<file path="src/hw/rtl/ial_pkg.sv">
// ============================================================================
// ial_pkg
// Shared types, token codes and character helpers for the indent-aware lexer.
// ============================================================================
package ial_pkg;

    localparam int INDENT_DEPTH    = 16;
    localparam int INDENT_WIDTH    = 12;
    localparam int KEYWORD_MAX_LEN = 8;
    localparam int TOP_W           = $clog2(INDENT_DEPTH);
    localparam int FILL_W          = $clog2(KEYWORD_MAX_LEN + 2);
    localparam int BUF_W           = KEYWORD_MAX_LEN * 8;

    // token kinds
    localparam logic [5:0] K_SINGLE0   = 6'd16;
    localparam logic [5:0] K_DOT       = 6'd23;
    localparam logic [5:0] K_SLASH     = 6'd29;
    localparam logic [5:0] K_ASSIGN    = 6'd30;
    localparam logic [5:0] K_EQEQ      = 6'd31;
    localparam logic [5:0] K_BANGEQ    = 6'd32;
    localparam logic [5:0] K_LESS      = 6'd33;
    localparam logic [5:0] K_LESSEQ    = 6'd34;
    localparam logic [5:0] K_GREATER   = 6'd35;
    localparam logic [5:0] K_GREATEREQ = 6'd36;
    localparam logic [5:0] K_NEWLINE   = 6'd37;
    localparam logic [5:0] K_INDENT    = 6'd38;
    localparam logic [5:0] K_DEDENT    = 6'd39;
    localparam logic [5:0] K_STRING    = 6'd40;
    localparam logic [5:0] K_NUMBER    = 6'd41;
    localparam logic [5:0] K_IDENT     = 6'd42;
    localparam logic [5:0] K_EOF       = 6'd43;
    localparam logic [5:0] K_NONE      = 6'd0;

    // error codes
    localparam logic [1:0] E_NONE   = 2'd0;
    localparam logic [1:0] E_INDENT = 2'd1;
    localparam logic [1:0] E_STRING = 2'd2;
    localparam logic [1:0] E_BYTE   = 2'd3;

    localparam logic [3:0] TAB_RESET = 4'd4;

    typedef struct packed {
        logic       op;
        logic [7:0] ch;
    } t_in;

    typedef struct packed {
        logic [5:0]  kind;
        logic [1:0]  err;
        logic [31:0] tok_start;
        logic [31:0] tok_len;
        logic [31:0] tok_line;
        logic [7:0]  bad_byte;
        logic        last;
    } t_res;

    typedef enum logic [3:0] {
        M_LSTART, M_NORMAL, M_IDENT, M_NUMINT, M_NUMDOT, M_NUMFRAC,
        M_STRING, M_SLASH, M_CMP, M_LCOMM, M_BLOCK, M_BSTAR
    } t_mode;

    typedef enum logic [3:0] {
        CMD_NONE, CMD_LOAD, CMD_PRE, CMD_DOT, CMD_CHECK, CMD_DEDENT,
        CMD_START, CMD_EOF, CMD_DONE
    } t_cmd;

    typedef enum logic [2:0] {
        NX_DONE, NX_START, NX_DOT, NX_CHECK, NX_EOF
    } t_next;

    typedef struct packed {
        logic  out_free;
        t_next pre_next;
        logic  grow;
        logic  more;
        logic  is_end;
        logic  pend_v;
    } t_dp_status;

    localparam logic [BUF_W-1:0] KW_TEXT [16] = '{
        BUF_W'("class"), BUF_W'("def"), BUF_W'("task"), BUF_W'("parallel"),
        BUF_W'("async"), BUF_W'("await"), BUF_W'("if"), BUF_W'("else"),
        BUF_W'("for"), BUF_W'("while"), BUF_W'("return"), BUF_W'("and"),
        BUF_W'("or"), BUF_W'("not"), BUF_W'("pass"), BUF_W'("print")
    };
    localparam logic [FILL_W-1:0] KW_LEN [16] = '{
        FILL_W'(5), FILL_W'(3), FILL_W'(4), FILL_W'(8), FILL_W'(5), FILL_W'(5),
        FILL_W'(2), FILL_W'(4), FILL_W'(3), FILL_W'(5), FILL_W'(6), FILL_W'(3),
        FILL_W'(2), FILL_W'(3), FILL_W'(4), FILL_W'(5)
    };

    function automatic logic [31:0] sat_add(input logic [31:0] a, input logic [31:0] b);
        logic [32:0] s;
        s = {1'b0, a} + {1'b0, b};
        return s[32] ? 32'hFFFF_FFFF : s[31:0];
    endfunction

    function automatic logic is_dig(input logic [7:0] c);
        return c >= "0" && c <= "9";
    endfunction

    function automatic logic is_alp(input logic [7:0] c);
        return (c >= "a" && c <= "z") || (c >= "A" && c <= "Z") || c == "_";
    endfunction

    // {hit, kind} for one-byte punctuation
    function automatic logic [6:0] single_kind(input logic [7:0] c);
        logic [6:0] r;
        case (c)
            "(":     r = {1'b1, 6'd16};
            ")":     r = {1'b1, 6'd17};
            "{":     r = {1'b1, 6'd18};
            "}":     r = {1'b1, 6'd19};
            "[":     r = {1'b1, 6'd20};
            "]":     r = {1'b1, 6'd21};
            ",":     r = {1'b1, 6'd22};
            ".":     r = {1'b1, 6'd23};
            ";":     r = {1'b1, 6'd24};
            ":":     r = {1'b1, 6'd25};
            "+":     r = {1'b1, 6'd26};
            "-":     r = {1'b1, 6'd27};
            "*":     r = {1'b1, 6'd28};
            default: r = 7'd0;
        endcase
        return r;
    endfunction

    function automatic logic [5:0] ident_kind(input logic [BUF_W-1:0] b,
                                              input logic [FILL_W-1:0] fill);
        logic [5:0] k;
        k = K_IDENT;
        for (int i = 15; i >= 0; i--) begin
            if (fill == KW_LEN[i] && b == KW_TEXT[i]) begin
                k = 6'(i);
            end
        end
        return k;
    endfunction

endpackage

</file>
<file path="src/hw/rtl/ial_ctrl.sv">
// ============================================================================
// ial_ctrl
// Sequencer: steps one request through its lexing phases.
// ============================================================================
module ial_ctrl
    import ial_pkg::*;
(
    input  logic       i_clk,
    input  logic       i_rst_n,
    input  logic       i_in_valid,
    input  t_dp_status i_st,
    output logic       o_in_stall,
    output t_cmd       o_cmd
);

    typedef enum logic [7:0] {
        S_IDLE   = 8'b0000_0001,
        S_PRE    = 8'b0000_0010,
        S_DOT    = 8'b0000_0100,
        S_CHECK  = 8'b0000_1000,
        S_DEDENT = 8'b0001_0000,
        S_START  = 8'b0010_0000,
        S_EOF    = 8'b0100_0000,
        S_DONE   = 8'b1000_0000
    } t_state;

    t_state r_state, n_state;
    t_state w_after;

    assign o_in_stall = (r_state != S_IDLE);
    assign w_after    = i_st.is_end ? S_EOF : S_START;

    always_comb begin
        n_state = r_state;
        o_cmd   = CMD_NONE;
        case (r_state)
            S_IDLE: begin
                if (i_in_valid) begin
                    o_cmd   = CMD_LOAD;
                    n_state = S_PRE;
                end
            end
            S_PRE: begin
                if (i_st.out_free) begin
                    o_cmd = CMD_PRE;
                    case (i_st.pre_next)
                        NX_START: n_state = S_START;
                        NX_DOT:   n_state = S_DOT;
                        NX_CHECK: n_state = S_CHECK;
                        NX_EOF:   n_state = S_EOF;
                        default:  n_state = S_DONE;
                    endcase
                end
            end
            S_DOT: begin
                if (i_st.out_free) begin
                    o_cmd   = CMD_DOT;
                    n_state = w_after;
                end
            end
            S_CHECK: begin
                if (i_st.out_free) begin
                    o_cmd   = CMD_CHECK;
                    n_state = i_st.grow ? w_after : S_DEDENT;
                end
            end
            S_DEDENT: begin
                if (i_st.out_free) begin
                    o_cmd   = CMD_DEDENT;
                    n_state = i_st.more ? S_DEDENT : w_after;
                end
            end
            S_START: begin
                if (i_st.out_free) begin
                    o_cmd   = CMD_START;
                    n_state = S_DONE;
                end
            end
            S_EOF: begin
                if (i_st.out_free) begin
                    o_cmd   = CMD_EOF;
                    n_state = S_DONE;
                end
            end
            S_DONE: begin
                if (i_st.out_free) begin
                    o_cmd   = CMD_DONE;
                    n_state = S_IDLE;
                end
            end
            default: n_state = S_IDLE;
        endcase
    end

    always_ff @(posedge i_clk) begin
        if (!i_rst_n) begin
            r_state <= S_IDLE;
        end else begin
            r_state <= n_state;
        end
    end

endmodule

</file>
<file path="src/hw/rtl/ial_dp.sv">
// ============================================================================
// ial_dp
// Lexer datapath: lexer state, indent stack, result hold and output register.
// ============================================================================
module ial_dp
    import ial_pkg::*;
(
    input  logic       i_clk,
    input  logic       i_rst_n,
    input  t_cmd       i_cmd,
    input  t_in        i_in,
    input  logic       i_cfg_valid,
    input  logic [3:0] i_cfg_data,
    input  logic       i_out_stall,
    output t_dp_status o_st,
    output logic       o_out_valid,
    output t_res       o_out
);

    logic                    r_op;
    logic [7:0]              r_ch;
    logic [3:0]              r_tab;
    t_mode                   r_mode, n_mode;
    logic [INDENT_WIDTH-1:0] r_stack [INDENT_DEPTH];
    logic [INDENT_WIDTH-1:0] n_stack [INDENT_DEPTH];
    logic [TOP_W-1:0]        r_top, n_top;
    logic [INDENT_WIDTH-1:0] r_icount, n_icount;
    logic [BUF_W-1:0]        r_buf, n_buf;
    logic [FILL_W-1:0]       r_fill, n_fill;
    logic [31:0]             r_pos, n_pos, r_tbeg, n_tbeg, r_line, n_line, r_run, n_run;
    logic [7:0]              r_pend_op, n_pend_op;
    logic                    r_ws, n_ws;
    logic                    r_pv;
    t_res                    r_pend;
    logic                    r_ov;
    t_res                    r_out;

    logic                    e_v;
    logic [5:0]              e_kind;
    logic [1:0]              e_err;
    logic [31:0]             e_st, e_len;
    logic [7:0]              e_bad;

    logic [INDENT_WIDTH-1:0] w_topv;
    logic [INDENT_WIDTH:0]   w_isum;
    logic [6:0]              w_single;
    logic                    w_sp, w_grow, w_more;
    logic [5:0]              w_k1, w_k2;
    t_next                   w_pre_next;

    assign w_topv = r_stack[r_top];
    assign w_sp   = (r_ch == " ") || (r_ch == "\t");
    assign w_grow = r_icount > w_topv;
    assign w_more = (r_top != '0) && (r_icount < w_topv);
    assign w_single = single_kind(r_ch);
    assign w_isum = {1'b0, r_icount} + ((r_ch == " ") ? (INDENT_WIDTH+1)'(1)
                                                      : (INDENT_WIDTH+1)'(r_tab));

    always_comb begin
        case (r_pend_op)
            "!":     begin w_k1 = K_IDENT;   w_k2 = K_BANGEQ;    end
            "<":     begin w_k1 = K_LESS;    w_k2 = K_LESSEQ;    end
            ">":     begin w_k1 = K_GREATER; w_k2 = K_GREATEREQ; end
            default: begin w_k1 = K_ASSIGN;  w_k2 = K_EQEQ;      end
        endcase
    end

    // next phase after the mode-specific step
    always_comb begin
        w_pre_next = NX_DONE;
        if (r_op) begin
            case (r_mode)
                M_LSTART: w_pre_next = r_ws ? NX_CHECK : NX_EOF;
                M_NUMDOT: w_pre_next = NX_DOT;
                default:  w_pre_next = NX_EOF;
            endcase
        end else begin
            case (r_mode)
                M_LSTART:  w_pre_next = w_sp ? NX_DONE : NX_CHECK;
                M_IDENT:   w_pre_next = (is_alp(r_ch) || is_dig(r_ch)) ? NX_DONE : NX_START;
                M_NUMINT:  w_pre_next = (is_dig(r_ch) || r_ch == ".") ? NX_DONE : NX_START;
                M_NUMFRAC: w_pre_next = is_dig(r_ch) ? NX_DONE : NX_START;
                M_NUMDOT:  w_pre_next = is_dig(r_ch) ? NX_DONE : NX_DOT;
                M_SLASH:   w_pre_next = (r_ch == "/" || r_ch == "*") ? NX_DONE : NX_START;
                M_CMP:     w_pre_next = (r_ch == "=") ? NX_DONE : NX_START;
                M_LCOMM:   w_pre_next = (r_ch == "\n") ? NX_START : NX_DONE;
                M_NORMAL:  w_pre_next = NX_START;
                default:   w_pre_next = NX_DONE;
            endcase
        end
    end

    assign o_st.out_free = !r_ov || !i_out_stall;
    assign o_st.pre_next = w_pre_next;
    assign o_st.grow     = w_grow;
    assign o_st.more     = w_more;
    assign o_st.is_end   = r_op;
    assign o_st.pend_v   = r_pv;

    always_comb begin
        n_mode = r_mode; n_stack = r_stack; n_top = r_top; n_icount = r_icount;
        n_buf = r_buf; n_fill = r_fill; n_pos = r_pos; n_tbeg = r_tbeg;
        n_line = r_line; n_run = r_run; n_pend_op = r_pend_op; n_ws = r_ws;
        e_v = 1'b0; e_kind = K_NONE; e_err = E_NONE; e_st = r_tbeg; e_len = r_run;
        e_bad = 8'd0;
        case (i_cmd)
            CMD_PRE: begin
                if (r_op) begin
                    case (r_mode)
                        M_IDENT: begin
                            e_v = 1'b1; e_kind = ident_kind(r_buf, r_fill);
                        end
                        M_NUMINT, M_NUMFRAC, M_NUMDOT: begin
                            e_v = 1'b1; e_kind = K_NUMBER;
                        end
                        M_STRING: begin
                            e_v = 1'b1; e_err = E_STRING;
                        end
                        M_SLASH: begin
                            e_v = 1'b1; e_kind = K_SLASH; e_len = 32'd1;
                        end
                        M_CMP: begin
                            e_v = 1'b1; e_kind = w_k1; e_len = 32'd1;
                        end
                        default: ;
                    endcase
                end else begin
                    case (r_mode)
                        M_LSTART: begin
                            n_ws = 1'b1;
                            if (w_sp) begin
                                n_icount = w_isum[INDENT_WIDTH] ? '1 : w_isum[INDENT_WIDTH-1:0];
                                n_run    = sat_add(r_run, 32'd1);
                            end
                        end
                        M_IDENT: begin
                            if (is_alp(r_ch) || is_dig(r_ch)) begin
                                n_run = sat_add(r_run, 32'd1);
                                if (r_fill < FILL_W'(KEYWORD_MAX_LEN)) begin
                                    n_buf = {r_buf[BUF_W-9:0], r_ch};
                                end
                                if (r_fill <= FILL_W'(KEYWORD_MAX_LEN)) begin
                                    n_fill = r_fill + 1'b1;
                                end
                            end else begin
                                e_v = 1'b1; e_kind = ident_kind(r_buf, r_fill);
                            end
                        end
                        M_NUMINT, M_NUMFRAC: begin
                            if (is_dig(r_ch)) begin
                                n_run = sat_add(r_run, 32'd1);
                            end else if (r_mode == M_NUMINT && r_ch == ".") begin
                                n_mode = M_NUMDOT;
                            end else begin
                                e_v = 1'b1; e_kind = K_NUMBER;
                            end
                        end
                        M_NUMDOT: begin
                            if (is_dig(r_ch)) begin
                                n_run  = sat_add(r_run, 32'd2);
                                n_mode = M_NUMFRAC;
                            end else begin
                                e_v = 1'b1; e_kind = K_NUMBER;
                            end
                        end
                        M_STRING: begin
                            n_run = sat_add(r_run, 32'd1);
                            if (r_ch == "\n") begin
                                n_line = sat_add(r_line, 32'd1);
                            end
                            if (r_ch == "\"") begin
                                e_v = 1'b1; e_kind = K_STRING; e_len = n_run;
                                n_mode = M_NORMAL;
                            end
                        end
                        M_SLASH: begin
                            if (r_ch == "/") begin
                                n_mode = M_LCOMM;
                            end else if (r_ch == "*") begin
                                n_mode = M_BLOCK;
                            end else begin
                                e_v = 1'b1; e_kind = K_SLASH; e_len = 32'd1;
                            end
                        end
                        M_CMP: begin
                            if (r_ch == "=") begin
                                e_v = 1'b1; e_kind = w_k2; e_len = 32'd2;
                                n_mode = M_NORMAL;
                            end else begin
                                e_v = 1'b1; e_kind = w_k1; e_len = 32'd1;
                            end
                        end
                        M_BLOCK: begin
                            if (r_ch == "*") n_mode = M_BSTAR;
                        end
                        M_BSTAR: begin
                            if (r_ch == "/") n_mode = M_NORMAL;
                            else if (r_ch != "*") n_mode = M_BLOCK;
                        end
                        default: ;
                    endcase
                end
            end
            CMD_DOT: begin
                e_v = 1'b1; e_kind = K_DOT; e_st = sat_add(r_tbeg, r_run); e_len = 32'd1;
            end
            CMD_CHECK: begin
                if (w_grow) begin
                    e_v = 1'b1;
                    if (r_top != TOP_W'(INDENT_DEPTH - 1)) begin
                        n_top = r_top + 1'b1;
                        n_stack[r_top + 1'b1] = r_icount;
                        e_kind = K_INDENT;
                    end else begin
                        e_err = E_INDENT;
                    end
                end
            end
            CMD_DEDENT: begin
                if (w_more) begin
                    n_top = r_top - 1'b1;
                    e_v = 1'b1; e_kind = K_DEDENT;
                end else if (r_icount != w_topv) begin
                    e_v = 1'b1; e_err = E_INDENT;
                end
            end
            CMD_START: begin
                n_mode = M_NORMAL;
                if (w_single[6]) begin
                    e_v = 1'b1; e_kind = w_single[5:0]; e_st = r_pos; e_len = 32'd1;
                end else begin
                    n_tbeg = r_pos;
                    case (r_ch)
                        "/": n_mode = M_SLASH;
                        "=", "!", "<", ">": begin
                            n_mode = M_CMP; n_pend_op = r_ch;
                        end
                        " ", "\t", "\r": ;
                        "\n": begin
                            e_v = 1'b1; e_kind = K_NEWLINE; e_st = r_pos; e_len = 32'd1;
                            n_line = sat_add(r_line, 32'd1);
                            n_mode = M_LSTART; n_tbeg = sat_add(r_pos, 32'd1);
                            n_run = '0; n_icount = '0; n_ws = 1'b0;
                        end
                        "\"": begin
                            n_mode = M_STRING; n_run = 32'd1;
                        end
                        default: begin
                            if (is_dig(r_ch)) begin
                                n_mode = M_NUMINT; n_run = 32'd1;
                            end else if (is_alp(r_ch)) begin
                                n_mode = M_IDENT; n_run = 32'd1;
                                n_buf = {{(BUF_W-8){1'b0}}, r_ch}; n_fill = FILL_W'(1);
                            end else begin
                                e_v = 1'b1; e_err = E_BYTE; e_st = r_pos;
                                e_len = 32'd1; e_bad = r_ch;
                            end
                        end
                    endcase
                end
            end
            CMD_EOF: begin
                e_v = 1'b1; e_kind = K_EOF; e_st = r_pos; e_len = '0;
                n_mode = M_LSTART; n_top = '0; n_icount = '0; n_buf = '0; n_fill = '0;
                n_pos = '0; n_tbeg = '0; n_line = 32'd1; n_run = '0; n_pend_op = '0;
                n_ws = 1'b0;
            end
            CMD_DONE: begin
                if (!r_op) n_pos = sat_add(r_pos, 32'd1);
            end
            default: ;
        endcase
    end

    always_ff @(posedge i_clk) begin
        if (!i_rst_n) begin
            r_tab <= TAB_RESET;
            r_mode <= M_LSTART; r_top <= '0; r_icount <= '0; r_buf <= '0; r_fill <= '0;
            r_pos <= '0; r_tbeg <= '0; r_line <= 32'd1; r_run <= '0; r_pend_op <= '0;
            r_ws <= 1'b0; r_pv <= 1'b0; r_ov <= 1'b0;
            for (int i = 0; i < INDENT_DEPTH; i++) r_stack[i] <= '0;
        end else begin
            if (i_cfg_valid) r_tab <= i_cfg_data;
            r_mode <= n_mode; r_stack <= n_stack; r_top <= n_top; r_icount <= n_icount;
            r_buf <= n_buf; r_fill <= n_fill; r_pos <= n_pos; r_tbeg <= n_tbeg;
            r_line <= n_line; r_run <= n_run; r_pend_op <= n_pend_op; r_ws <= n_ws;
            // output register drains independently of the hold stage
            if (r_ov && !i_out_stall) r_ov <= 1'b0;
            if (e_v) begin
                // push the held result out, hold the new one
                if (r_pv) begin
                    r_ov <= 1'b1; r_out <= r_pend; r_out.last <= 1'b0;
                end
                r_pv <= 1'b1;
            end else if (i_cmd == CMD_DONE && r_pv) begin
                r_ov <= 1'b1; r_out <= r_pend; r_out.last <= 1'b1; r_pv <= 1'b0;
            end
        end
    end

    always_ff @(posedge i_clk) begin
        if (i_cmd == CMD_LOAD) begin
            r_op <= i_in.op;
            r_ch <= i_in.ch;
        end
        if (e_v) begin
            r_pend <= '{kind: e_kind, err: e_err, tok_start: e_st, tok_len: e_len,
                        tok_line: r_line, bad_byte: e_bad, last: 1'b0};
        end
    end

    assign o_out_valid = r_ov;
    assign o_out       = r_out;

endmodule

</file>
<file path="src/hw/rtl/indent_aware_lexer.sv">
// ============================================================================
// indent_aware_lexer
// Indentation-sensitive tokenizer: source bytes in, tokens and errors out.
// ============================================================================
// Usage:
//   Input channel i_in (op, ch) with i_in_valid / o_in_stall: one request is
//   a source byte (op 0) or the end of source (op 1). Output channel o_out
//   with o_out_valid / i_out_stall carries the tokens and errors of a request
//   (none, one or more); o_out.last marks the final result of an input request.
//   Configuration: i_cfg_valid / o_cfg_ready write tab_width (i_cfg_data),
//   always ready; write only while the block is idle.
// Sequencing:
//   One request at a time. A byte that emits nothing passes through accept,
//   mode step and finish; further phases (trailing dot, indent check, each
//   DEDENT, token start, EOF) come in between as needed, and no new request
//   is accepted until the finish phase returns the sequencer to idle. Each
//   result leaves through a one-deep hold stage, so the last result of a
//   request is written to the output register in the finish phase.
// Reset: synchronous, active low; lexer at line start, line 1, tab_width 4.
// Stall: while i_out_stall holds a full output register, the sequencer
//   freezes in any busy phase and o_in_stall stays high; no result is lost.
// ============================================================================
module indent_aware_lexer
    import ial_pkg::*;
(
    input  logic       i_clk,
    input  logic       i_rst_n,
    input  logic       i_in_valid,
    output logic       o_in_stall,
    input  t_in        i_in,
    output logic       o_out_valid,
    input  logic       i_out_stall,
    output t_res       o_out,
    input  logic       i_cfg_valid,
    output logic       o_cfg_ready,
    input  logic [3:0] i_cfg_data
);

    t_cmd       w_cmd;
    t_dp_status w_st;

    assign o_cfg_ready = 1'b1;

    // sequencer: owns phase order and the input handshake
    ial_ctrl u_ctrl (
        .i_clk      (i_clk),
        .i_rst_n    (i_rst_n),
        .i_in_valid (i_in_valid),
        .i_st       (w_st),
        .o_in_stall (o_in_stall),
        .o_cmd      (w_cmd)
    );

    // datapath: lexer state, indent stack, result staging
    ial_dp u_dp (
        .i_clk       (i_clk),
        .i_rst_n     (i_rst_n),
        .i_cmd       (w_cmd),
        .i_in        (i_in),
        .i_cfg_valid (i_cfg_valid),
        .i_cfg_data  (i_cfg_data),
        .i_out_stall (i_out_stall),
        .o_st        (w_st),
        .o_out_valid (o_out_valid),
        .o_out       (o_out)
    );

    // an accepted request makes the block busy on the next cycle
    a_busy_after_accept: assert property (@(posedge i_clk) disable iff (!i_rst_n)
        i_in_valid && !o_in_stall |=> o_in_stall)
        else $error("block not busy after accepting a request");

    // the finish phase always returns to idle
    a_done_to_idle: assert property (@(posedge i_clk) disable iff (!i_rst_n)
        w_cmd == CMD_DONE |=> !o_in_stall)
        else $error("no return to idle after finish phase");

    // nothing may stay held in the staging register while idle
    a_idle_no_hold: assert property (@(posedge i_clk) disable iff (!i_rst_n)
        !o_in_stall |-> !w_st.pend_v)
        else $error("result left in hold stage while idle");

endmodule

</file>
<file path="config.mk">
export PLATFORM = sky130hd
export DESIGN_NAME = indent_aware_lexer
export DESIGN_NICKNAME = d
export VERILOG_FILES = /design/src/hw/rtl/ial_pkg.sv /design/src/hw/rtl/ial_ctrl.sv /design/src/hw/rtl/ial_dp.sv /design/src/hw/rtl/indent_aware_lexer.sv
export SDC_FILE = /design/constraint.sdc
export NUM_CORES = 2
export LEC_CHECK = 0
export BUFFER_PORTS_ARGS = -buffer_cell sky130_fd_sc_hd__buf_4
export CORE_MARGIN = 2
export CORE_UTILIZATION = 40
export DETAILED_ROUTE_END_ITERATION = 6
export HOLD_SLACK_MARGIN = 0.12
export PLACE_DENSITY = 0.56
export SYNTH_ARGS = -nofsm -noshare
export SYNTH_HDL_FRONTEND = slang
export SYNTH_SLANG_ARGS = --single-unit
export TNS_END_PERCENT = 1
</file>
<file path="constraint.sdc">
create_clock -name i_clk -period 25.2 [get_ports i_clk]
set_input_delay 1.26 -clock i_clk [delete_from_list [all_inputs] [get_ports i_clk]]
set_output_delay 1.26 -clock i_clk [all_outputs]
set_load 0.005 [all_outputs]
</file>
==> results_dict.tcl <==
set metrics [dict create \
    post_cts_resized 0 \
    via_per_inst 5.90 \
    grt_overflow 0 \
    finalCriticalPeriod_ns 6.01 \
    hold_viol_final 0 \
    dieArea_um2 87500 \
    rsz0062_at_grt "no" \
    ys.flop_type "dfxtp_1" \
    antenna_found_initial 2 \
    fp.dieH_um 296 \
    finalWorstSetupSlack_ns 19.19 \
    drt-initial-drc-count 2688 \
    area_growth_pct 12.0 \
    min_period_over_period_pct 23.9 \
    slew_headroom_pct 7.10 \
    r2r_start "u_dp.r_top[0]" \
    crit_type "flop to flop" \
    highest_layer "met5" \
    ys_top_cells_by_count "651 x nand2_1, 494 x a21oi_1, 431 x dfxtp_1" \
    critPathLaunchType "flop" \
    worstMarginPinSlew_ns 1.39 \
    clockBufferDepth 3 \
    cp-end-kind "flop" \
    drv_slew 0 \
    cts_tree "done" \
    dp_hpwl_um 70100 \
    routed_wl_um 107000 \
    power.density_nw_per_um2 59.9 \
    synth_cells 3905 \
    vias 29894 \
    yosysWarningCount 0 \
    cts-hold-fix-buffers 0 \
    hold_end "u_dp.o_out[25]" \
    ir_worst_vdd_mv 0.0484 \
    max_cap_viol_count 0 \
    htreeDepth 3 \
    rrSetupSlack_ns 19.19 \
    synth_fp_nets 3987 \
    clk_pin_slew_ns 0.06 \
    synth.distinct_cells 103 \
    root_buffer "clkbuf_16" \
    skew_ns 0.0393 \
    grt_pass1_wl_um 165000 \
    place.gp.congestion 0.913 \
    port_buffers 132 \
    coreArea_um2 84700 \
    ff2ff_path_depth 15 \
    min_from "u_dp.r_pend[25]" \
    r2r_end "u_dp.r_pend[1]" \
    antenna_left 0 \
    crit_chain "buf_4, mux4_2, mux4_2, inv_1, ha_1, a21oi_1, nor2b_1, o21ai_0, a211o_1, o211ai_1, and2_1, nand3_1, and3_1, inv_4, buf_4" \
    critPathMaxStageDelay_ns 0.81 \
    dr_wl_met2_um 50100 \
    boundaryPins 134 \
    ys_top_cells_by_area "dfxtp_1 25%, edfxtp_1 21%, a21oi_1 7.3%" \
    drive_gt1_share_pct 11.2 \
    dr.pass1.iters 6 \
    num_antenna_cells 0 \
    wl_met3_um 6530 \
    grt_usage_pct 24.0 \
    hp-class "flop to flop" \
    synth-edff-count 234 \
    yosys_register_bits 665 \
    cp.required_ns 25.45 \
    synth_area_per_cell_um2 8.72 \
    core.rowCount 107 \
    max_freq_ghz 0.166 \
    syn_area_um2 34100 \
    fin_util_pct 45.0 \
    synth_largest_area_cell "dfxtp_1" \
    slowest_stage "buf_4" \
    met1_length_um 46300 \
    power.leakage_nw 12.7 \
    cts_buffers 76 \
    yosysMostFrequentCell "nand2_1" \
    cp.arrival_ns 6.26 \
    dieWidth_um 296 \
    cts.sinks 665 \
    critPathMaxFanout 60 \
    nFillCells 8234 \
    grt_max_degree 231 \
    regArea_um2 15700 \
    synth.top_cell.area_share_pct 25.3 \
    start_util_pct 40.2 \
    drc_errors 0 \
    first_global_vias 27652 \
    status "finished, final reports clean" \
    setup-violations-final 0 \
    cts_setup_buffers 0 \
    synth_seq_area_share_pct 46.0 \
    min_path_cells 0 \
    insertion_delay_ns 0.65 \
    ys_async_sr_fraction_pct 0 \
    multi_input_area_um2 16900 \
    finalSetupTns_ns 0 \
    post-place-ws_ns 19.12 \
    fin_nets 3941 \
    routedWlPerCell_um 21.1 \
]
placed cells by master, fill, tap and decap left out, types with 10 or more instances in the layout:
cell | netlist | layout
nand2_1 | 651 | 651
a21oi_1 | 494 | 492
dfxtp_1 | 431 | 429
nor2_1 | 305 | 303
edfxtp_1 | 234 | 234
nand3_1 | 199 | 199
o21ai_0 | 188 | 188
buf_4 | 13 | 183
nor3_1 | 84 | 84
clkbuf_16 | 0 | 77
a31oi_1 | 70 | 69
a22oi_1 | 66 | 66
and3_1 | 62 | 62
ha_1 | 62 | 62
inv_1 | 61 | 60
mux4_2 | 60 | 60
nand4_1 | 47 | 47
a21o_1 | 35 | 35
a211oi_1 | 33 | 33
o22ai_1 | 29 | 29
nor4_1 | 29 | 28
nand2b_1 | 27 | 26
nor2b_1 | 25 | 25
and2_1 | 25 | 25
xnor2_1 | 25 | 25
and4_1 | 22 | 22
o221a_2 | 22 | 22
o211ai_1 | 18 | 18
or3_1 | 18 | 18
clkbuf_1 | 201 | 16
nand4b_1 | 14 | 14
a41oi_1 | 12 | 12
o21ai_1 | 14 | 12
clkinv_1 | 0 | 12
xor2_1 | 11 | 11
o21a_1 | 12 | 11
or4_1 | 11 | 11
o31ai_1 | 11 | 11
nor3b_1 | 10 | 10
a22o_1 | 10 | 10
worst max-delay path by stage:
stage / from / endpoint / slack (ns) / cells after the start
finish: u_dp.r_top[0] / u_dp.r_pend[1] / 19.19 / 15
global placement: u_dp.r_top[0] / u_dp.r_pend[46] / 19.19 / 15
floorplan: u_dp.r_top[0] / u_dp.o_out[0] / 15.27 / 16
global route: u_dp.r_top[0] / u_dp.r_pend[1] / 18.74 / 15
CTS: u_dp.r_top[0] / u_dp.r_pend[62] / 19.09 / 15
detailed placement: u_dp.r_top[0] / u_dp.r_pend[48] / 19.12 / 15
registers in the layout (all words and copies together) (netlist names):
register          count
u_dp.r_pos           32
u_dp.r_pend         112
u_dp.r_stack        192
u_dp.r_pv             1
u_dp.o_out_valid      1
u_dp.r_fill           4
u_ctrl.r_state        8
u_dp.r_top            4
u_dp.r_pend_op        8
u_dp.r_run           32
u_dp.r_icount        12
u_dp.r_ws             1
u_dp.r_tab            4
u_dp.r_tbeg          32
u_dp.r_buf           64
u_dp.o_out          113
u_dp.r_line          32
u_dp.r_mode           4
u_dp.r_ch             8
u_dp.r_op             1
logic make-up after synthesis:
kind of cell               after synthesis  share of synthesized area (%)
and+or+nand+nor                       1584                           22.0
AOI/OAI and AO/OA                     1113                           19.9
DFF                                    665                           46.0
buffers and inverters                  371                           4.53
muxes                                   71                           4.30
adders and majority gates               64                           2.39
xor gates and xnor gates                36                          0.926
other                                    1                         0.0110
per-stage QoR:
| stage | cell area (µm²) | power, mW | hold WS [ns] | instances |
|---|---|---|---|---|
| 2_1_floorplan | 34100 | 1.18 | 0.400 | 3905 |
| 3_3_place_gp | 35700 | 1.19 | 0.400 | 4925 |
| 3_5_place_dp | 35700 | 1.19 | 0.405 | 4925 |
| 4_1_cts | 38200 | 2.31 | 0.400 | 5064 |
| 5_1_grt | 38200 | 2.36 | 0.420 | 5064 |
| 6_report | 38200 | 2.28 | 0.396 | 5064 |
layer usage:
metal	track usage, %	vias to the layer above
met5	0	-
met4	9.25	2
met3	3.34	234
met2	38.9	1064
li1	-	14225
met1	32.4	14369
report_power, final:
part	total [mW]	internal (mW)	switching, mW
clock	1.11	0.646	0.466
sequential	1.12	1.11	0.00782
combinational	0.0550	0.0147	0.0403
total	2.28	1.77	0.514
cell type report:
class	count	share of cell area, %
clock buffer	99	5.42
clock inverter	40	1.13
inverter	63	0.646
multi-input combinational	2869	44.4
sequential	665	41.0
tap	1144	3.75
timing repair buffer	184	3.65
critical path: cells and delay by family, from the launching register on:
family / cells / cell delay [ns]
buffers and inverters: 4 / 2.20
adders and majority gates: 1 / 0.16
AOI/OAI and AO/OA: 4 / 0.88
DFF: 1 / 0.33
and+or+nand+nor: 4 / 0.84
muxes: 2 / 1.08
Note: power is estimated with default switching activity, not from simulation.
